==> config.mk <==
export PLATFORM = sky130hd
export DESIGN_NAME = scs_ctrl
export DESIGN_NICKNAME = d
export VERILOG_FILES = /design/src/sv/scs_pkg.sv /design/src/sv/scs_ctrl.sv
export SDC_FILE = /design/constraint.sdc
export NUM_CORES = 1
export LEC_CHECK = 0
export BUFFER_PORTS_ARGS = -buffer_cell sky130_fd_sc_hd__buf_2
export CAP_MARGIN = 30
export CORE_UTILIZATION = 45
export CTS_BUF_LIST = sky130_fd_sc_hd__clkbuf_4
export DETAILED_ROUTE_END_ITERATION = 10
export GPL_TIMING_DRIVEN = 1
export PLACE_DENSITY = 0.74
export SLEW_MARGIN = 20
export SYNTH_ARGS = -nofsm -noshare
export SYNTH_HDL_FRONTEND = slang
export SYNTH_SLANG_ARGS = --single-unit
export TNS_END_PERCENT = 10
==> constraint.sdc <==
create_clock -name clk -period 9.6 [get_ports clk]
set_input_delay 0.96 -clock clk [delete_from_list [all_inputs] [get_ports clk]]
set_output_delay 0.96 -clock clk [all_outputs]
set_load 0.02 [all_outputs]
==> src/sv/scs_pkg.sv <==
// Shared types and constants of the sparse coordinate store.
package scs_pkg;

	// Operation codes carried in the func field
	localparam logic FUNC_GET = 1'b0;
	localparam logic FUNC_SET = 1'b1;

	// Magnitude bits of a double; both signed zeros clear them
	localparam logic [63:0] MAG_MASK = 64'h7FFF_FFFF_FFFF_FFFF;

	// Width of the reported entry count
	localparam int unsigned COUNT_W = 7;

	// Status codes
	localparam logic STATUS_DONE = 1'b0;
	localparam logic STATUS_FULL = 1'b1;

	typedef struct packed {
		logic        func;
		logic [15:0] row_index;
		logic [15:0] col_index;
		logic [63:0] entry_value;
	} scs_req_t;

	typedef struct packed {
		logic [63:0]        read_value;
		logic               hit;
		logic [COUNT_W-1:0] entry_count;
		logic               status;
	} scs_rsp_t;

endpackage

==> src/sv/scs_ctrl.sv <==
// Request sequencer: sorted scan with a shared key comparator, then update, shift or insert.
module scs_ctrl import scs_pkg::*; #(
	parameter int CAPACITY = 64,
	parameter int COORD_BITS = 16
) (
	input  logic                                  clk,
	input  logic                                  arst_n,
	input  logic                                  req_valid,
	output logic                                  req_ready,
	input  scs_req_t                              req,
	output logic                                  res_valid,
	input  logic                                  res_ready,
	output scs_rsp_t                              res,
	output logic                                  wr_en,
	output logic [$clog2(CAPACITY)-1:0]           wr_addr,
	output logic [2*COORD_BITS-1:0]               wr_key,
	output logic [63:0]                           wr_value,
	output logic [$clog2(CAPACITY)-1:0]           rd_addr,
	input  logic [2*COORD_BITS-1:0]               rd_key,
	input  logic [63:0]                           rd_value
);

	localparam int ADDR_W = $clog2(CAPACITY);
	localparam int CNT_W  = $clog2(CAPACITY + 1);
	localparam int KEY_W  = 2 * COORD_BITS;

	typedef enum logic [6:0] {
		ST_IDLE = 7'b0000001,
		ST_SCAN = 7'b0000010,
		ST_ACT  = 7'b0000100,
		ST_DEL  = 7'b0001000,
		ST_INS  = 7'b0010000,
		ST_PUT  = 7'b0100000,
		ST_FIN  = 7'b1000000
	} state_t;

	state_t           state_q, state_d;
	logic [CNT_W-1:0] count_q;
	logic [CNT_W-1:0] p_q;
	logic [CNT_W-1:0] pos_q;
	logic [KEY_W-1:0] key_q;
	logic [63:0]      val_q;
	logic [63:0]      rv_q;
	logic             func_q;
	logic             zero_q;
	logic             found_q;
	logic             status_q;

	logic [31:0]      row_w, col_w, cnt_w;
	logic [KEY_W-1:0] key_in;
	logic [CNT_W-1:0] p_inc, p_dec, pos_inc, cnt_dec;
	logic             key_less, scan_stop, is_get, is_del, is_upd, is_full;

	// Mask coordinates to COORD_BITS and pack the key
	assign row_w  = {16'b0, req.row_index};
	assign col_w  = {16'b0, req.col_index};
	assign key_in = {row_w[COORD_BITS-1:0], col_w[COORD_BITS-1:0]};

	assign p_inc   = p_q + CNT_W'(1);
	assign p_dec   = p_q - CNT_W'(1);
	assign pos_inc = pos_q + CNT_W'(1);
	assign cnt_dec = count_q - CNT_W'(1);

	// Shared comparator for the scan
	assign key_less  = rd_key < key_q;
	assign scan_stop = (p_q >= count_q) || !key_less;

	// Decode the operation once the slot is known
	assign is_get  = (func_q == FUNC_GET);
	assign is_del  = !is_get && zero_q;
	assign is_upd  = !is_get && !zero_q && found_q;
	assign is_full = (count_q == CNT_W'(CAPACITY));

	assign req_ready = (state_q == ST_IDLE);
	assign res_valid = (state_q == ST_FIN);

	assign cnt_w = 32'(count_q);
	assign res.read_value  = rv_q;
	assign res.hit         = found_q;
	assign res.entry_count = cnt_w[COUNT_W-1:0];
	assign res.status      = status_q;

	// Drive memory ports and pick the next state
	always_comb begin
		state_d  = state_q;
		rd_addr  = '0;
		wr_en    = 1'b0;
		wr_addr  = pos_q[ADDR_W-1:0];
		wr_key   = key_q;
		wr_value = val_q;
		unique case (state_q)
			ST_IDLE: begin
				if (req_valid) begin
					state_d = ST_SCAN;
				end
			end
			ST_SCAN: begin
				rd_addr = p_inc[ADDR_W-1:0];
				if (scan_stop) begin
					state_d = ST_ACT;
				end
			end
			ST_ACT: begin
				priority if (is_get) begin
					state_d = ST_FIN;
				end else if (is_del) begin
					rd_addr = pos_inc[ADDR_W-1:0];
					state_d = found_q ? ST_DEL : ST_FIN;
				end else if (is_upd) begin
					wr_en   = 1'b1;
					state_d = ST_FIN;
				end else if (is_full) begin
					state_d = ST_FIN;
				end else begin
					rd_addr = cnt_dec[ADDR_W-1:0];
					state_d = (pos_q == count_q) ? ST_PUT : ST_INS;
				end
			end
			ST_DEL: begin
				rd_addr = p_inc[ADDR_W-1:0];
				if (p_q >= count_q) begin
					state_d = ST_FIN;
				end else begin
					wr_en    = 1'b1;
					wr_addr  = p_dec[ADDR_W-1:0];
					wr_key   = rd_key;
					wr_value = rd_value;
				end
			end
			ST_INS: begin
				rd_addr  = p_dec[ADDR_W-1:0];
				wr_en    = 1'b1;
				wr_addr  = p_inc[ADDR_W-1:0];
				wr_key   = rd_key;
				wr_value = rd_value;
				if (p_q == pos_q) begin
					state_d = ST_PUT;
				end
			end
			ST_PUT: begin
				wr_en   = 1'b1;
				state_d = ST_FIN;
			end
			ST_FIN: begin
				if (res_ready) begin
					state_d = ST_IDLE;
				end
			end
			default: begin
				state_d = ST_IDLE;
			end
		endcase
	end

	// Advance state and entry count
	always_ff @(posedge clk or negedge arst_n) begin
		if (!arst_n) begin
			state_q <= ST_IDLE;
			count_q <= '0;
		end else begin
			state_q <= state_d;
			if (state_q == ST_DEL && p_q >= count_q) begin
				count_q <= cnt_dec;
			end else if (state_q == ST_PUT) begin
				count_q <= count_q + CNT_W'(1);
			end
		end
	end

	// Hold request fields, scan pointer and result
	always_ff @(posedge clk) begin
		unique case (state_q)
			ST_IDLE: begin
				key_q  <= key_in;
				val_q  <= req.entry_value;
				func_q <= req.func;
				zero_q <= (req.entry_value & MAG_MASK) == 64'd0;
				p_q    <= '0;
			end
			ST_SCAN: begin
				if (scan_stop) begin
					pos_q   <= p_q;
					found_q <= (p_q < count_q) && (rd_key == key_q);
					rv_q    <= rd_value;
				end else begin
					p_q <= p_inc;
				end
			end
			ST_ACT: begin
				status_q <= STATUS_DONE;
				priority if (is_get) begin
					rv_q <= found_q ? rv_q : 64'd0;
				end else if (is_del) begin
					rv_q <= 64'd0;
					p_q  <= pos_inc;
				end else if (is_upd) begin
					rv_q <= val_q;
				end else if (is_full) begin
					rv_q     <= 64'd0;
					status_q <= STATUS_FULL;
				end else begin
					rv_q <= val_q;
					p_q  <= cnt_dec;
				end
			end
			ST_DEL: begin
				p_q <= p_inc;
			end
			ST_INS: begin
				p_q <= p_dec;
			end
			ST_PUT, ST_FIN: begin
			end
			default: begin
			end
		endcase
	end

	// Count never exceeds the table size
	a_count_range: assert property (@(posedge clk) disable iff (!arst_n)
		count_q <= CNT_W'(CAPACITY))
		else $error("entry count above capacity");

	// Count moves by at most one per cycle
	a_count_step: assert property (@(posedge clk) disable iff (!arst_n)
		##1 (count_q == $past(count_q) || count_q == $past(count_q) + CNT_W'(1)
		|| count_q == $past(count_q) - CNT_W'(1)))
		else $error("entry count jumped");

	// Scan pointer never passes the entry count
	a_scan_ptr: assert property (@(posedge clk) disable iff (!arst_n)
		state_q == ST_SCAN |-> p_q <= count_q)
		else $error("scan pointer past count");

	// No table write while idle or scanning
	a_no_write: assert property (@(posedge clk) disable iff (!arst_n)
		(state_q == ST_IDLE || state_q == ST_SCAN) |-> !wr_en)
		else $error("table write outside update phase");

	// Handing off a result returns the sequencer to idle
	a_fin_idle: assert property (@(posedge clk) disable iff (!arst_n)
		res_valid && res_ready |=> state_q == ST_IDLE)
		else $error("sequencer not idle after result");

endmodule

==> reports/metrics.yaml <==
run_status: "completed"
wire_length_of_the_first_global_routing_pass_mm: 45.2
clk_pin_slew_ns: 0.19
ant_nets: 0
synth_sequential_area_ratio: 0.547
ys_dominant_reg_cell: "sky130_fd_sc_hd__edfxtp_1"
cp-end-kind: "output pin"
cts-root-to-sink-buffers: 2
detail_route.iter0.violations: 525
critPathArrivalTime_ns: 4.12
r2r.worst_path.cells: 9
syn_avg_cell_area_um2: 13.1
synth_cell_types: 57
final_layout_size_suffix_gt1_frac: 0.436
die_area_um2: 23800
worstSetupStartpointType: "register"
gp_congestion: 0.952
dr.pass1.iters: 5
grt_start_max_net_pins: 65
die_width_um: 154
cp_max_fo: 61
num_rows: 55
design_area_um2: 12800
number_of_global_route_vias_before_repair: 7891
cts_hold_repair.buffers: 0
power.ir.vdd_worst_v: 0.000138
grt_setup_unrepaired: "false"
vias: 8243
grtUsageTotal: 0.252
io_buffers: 380
cts_setup_buffers: 0
syn-num-nets: 1040
highest_clock_frequency_the_design_can_meet_ghz: 0.197
layout.nets: 1403
root_buffer: "sky130_fd_sc_hd__clkbuf_4"
die_y_um: 154
least_margin_pin_slew_ns: 0.879
syn2layout_area_growth_pct: 23.3
r2r-start: "p_q[0]"
report.final.slew_viol_count: 0
dp_hpwl_mm: 23.0
cts_tree: "done"
cts.sinks: 192
synth-async-reset-ratio: 0.0729
dpl-instance-area_um2: 12500
synth_edf_count: 178
static-leakage-power_nw: 5.76
worst_slew_margin_rel: 0.409
hp-class: "input pin to async pin"
boundaryPins: 381
synth_warnings: 0
power_density_nw_per_um2: 305
setup_viol: 0
global_route.overflow_total: 0
grt_antenna_before_repair: 5
netlist_area_um2: 10400
ffs_latches_synth: 192
crit_path_start: "count_q[6]"
initial_core_util: 0.460
fin_util: 0.567
routed_wire_length_per_instance_um: 20.7
timing.final.crit_period_ns: 5.08
tns_ns: 0
critical_path.reg2reg.endpoint: "rv_q[48]"
total_clock_buffers_created_by_cts: 17
period_share: 0.530
cap_viol_max_count: 0
remaining_drc_errors: 0
synth_cells: 798
critical_path_required_ns: 8.64
filler_cell_count: 1901
route.detailed.vias_per_inst: 5.64
core_area_um2: 22600
worst_clock_skew_ns: 0.0387
cts.htree.levels: 4
clkLatencyLatePin_ns: 0.60
finalWirelength_mm: 30.3
rrSetupSlack_ns: 5.96
endpoint: "wr_value[6]"
postCtsResizedCells: 0
final_hold_viol_count: 0
crit_type: "register to output pin"
==> critical path: stages (launching register included) <==
cell and delay, ns:
sky130_fd_sc_hd__dfrtp_1 0.50, sky130_fd_sc_hd__inv_1 0.11, sky130_fd_sc_hd__ha_1 0.35, sky130_fd_sc_hd__nand2_1 0.06
sky130_fd_sc_hd__o21ai_0 0.44, sky130_fd_sc_hd__a211oi_2 0.12, sky130_fd_sc_hd__nor2_4 0.57, sky130_fd_sc_hd__buf_4 0.76
sky130_fd_sc_hd__mux2_4 0.37, sky130_fd_sc_hd__buf_2 0.16
==> stage by stage <==
stage / std cells / hold WS [ns] / power [W] / setup WS (ns)
finish: 1462 / 0.230 / 0.00392 / 4.52
global route: 1460 / 0.195 / 0.00413 / 4.29
CTS: 1459 / 0.196 / 0.00393 / 4.49
detailed placement: 1427 / 0.549 / 0.00344 / 5.19
global placement: 1427 / 0.544 / 0.00341 / 5.27
floorplan: 798 / 0.452 / 0.00285 / 1.98
==> cells in the final DEF, fill, tap and decap left out, types with 4 or more instances in the layout <==
cell type / instances
sky130_fd_sc_hd__buf_2: 380
sky130_fd_sc_hd__edfxtp_1: 178
sky130_fd_sc_hd__mux2_4: 80
sky130_fd_sc_hd__a22o_1: 67
sky130_fd_sc_hd__nand2_1: 55
sky130_fd_sc_hd__inv_1: 46
sky130_fd_sc_hd__ha_1: 45
sky130_fd_sc_hd__o21ai_0: 27
sky130_fd_sc_hd__a21oi_1: 24
sky130_fd_sc_hd__nor2_1: 22
sky130_fd_sc_hd__nor4_1: 20
sky130_fd_sc_hd__xnor2_1: 19
sky130_fd_sc_hd__nand4_1: 18
sky130_fd_sc_hd__clkbuf_4: 17
sky130_fd_sc_hd__nand3_1: 16
sky130_fd_sc_hd__nor3_1: 15
sky130_fd_sc_hd__xor2_1: 14
sky130_fd_sc_hd__o21ai_1: 14
sky130_fd_sc_hd__dfrtp_1: 13
sky130_fd_sc_hd__o221ai_1: 7
sky130_fd_sc_hd__buf_4: 7
sky130_fd_sc_hd__clkinv_8: 6
sky130_fd_sc_hd__nand2b_1: 5
sky130_fd_sc_hd__o22ai_1: 5
sky130_fd_sc_hd__a221o_1: 5
sky130_fd_sc_hd__nand4b_1: 4
sky130_fd_sc_hd__and3_1: 4
sky130_fd_sc_hd__a21o_1: 4
==> routing by layer <==
| layer | GRT usage | share of wire | up-vias |
|---|---|---|---|
| met5 | 0 | 0.00043 | - |
| met4 | 0.0833 | 0.022 | 2 |
| met3 | 0.0532 | 0.068 | 49 |
| met2 | 0.435 | 0.50 | 377 |
| met1 | 0.316 | 0.41 | 4007 |
| li1 | - | - | 3808 |
==> logic make-up (layout without fill, tap and decap cells) <==
kind of cell    count (synthesis)  in the layout  synth area share
buf+inv                        91            467            0.0424
compound gates                180            180             0.125
other cells                     0              3                 0
fa+ha+maj                      45             45            0.0540
simple gates                  174            174            0.0855
mux                            83             83             0.118
xor+xnor                       33             33            0.0277
flops                         192            192             0.547
==> sequential cells by signal (all words and copies together), names as in the netlist <==
| name | flops |
|---|---|
| func_q | 1 |
| count_q | 7 |
| key_q | 32 |
| p_q | 7 |
| found_q | 1 |
| zero_q | 1 |
| rv_q | 64 |
| status_q | 1 |
| state_q | 7 |
| val_q | 64 |
| pos_q | 7 |
==> worst min path at each step <==
| stage | startpoint | endpoint | cells past startpoint |
|---|---|---|---|
| floorplan | p_q[2] | pos_q[2] | 0 |
| CTS | arst_n | state_q[4] | 1 |
| finish | arst_n | count_q[1] | 1 |
| global placement | val_q[29] | rv_q[29] | 1 |
| detailed placement | val_q[27] | rv_q[27] | 1 |
| global route | arst_n | state_q[4] | 1 |
==> cell usage after synthesis, types with 18 or more instances <==
cell                         n  area [µm²]
sky130_fd_sc_hd__edfxtp_1  178        5350
sky130_fd_sc_hd__mux2_4     80        1200
sky130_fd_sc_hd__a22o_1     67         587
sky130_fd_sc_hd__nand2_1    55         206
sky130_fd_sc_hd__inv_1      47         176
sky130_fd_sc_hd__ha_1       45         563
sky130_fd_sc_hd__o21ai_0    27         135
sky130_fd_sc_hd__a21oi_1    24         120
sky130_fd_sc_hd__nor2_1     23        86.3
sky130_fd_sc_hd__clkbuf_1   22        82.6
sky130_fd_sc_hd__nor4_1     20         125
sky130_fd_sc_hd__xnor2_1    19         166
sky130_fd_sc_hd__nand4_1    18         113
==> layout make-up <==
cell class                      instances  area, µm²  share of cell area
Inverter                               48        183              0.0142
Timing Repair Buffer                  387       1950               0.152
Multi-Input combinational cell        515       4310               0.335
Antenna cell                            3       7.51            0.000585
Clock buffer                           17        128             0.00994
Sequential cell                       192       5700               0.444
Tap cell                              285        357              0.0278
Clock inverter                         15        211              0.0165
==> power by group <==
part	internal [W]	switching (W)
clock network	0.000151	0.000341
logic	0.000696	0.00115
registers	0.00136	0.000219
(Power assumes the default switching activity.)
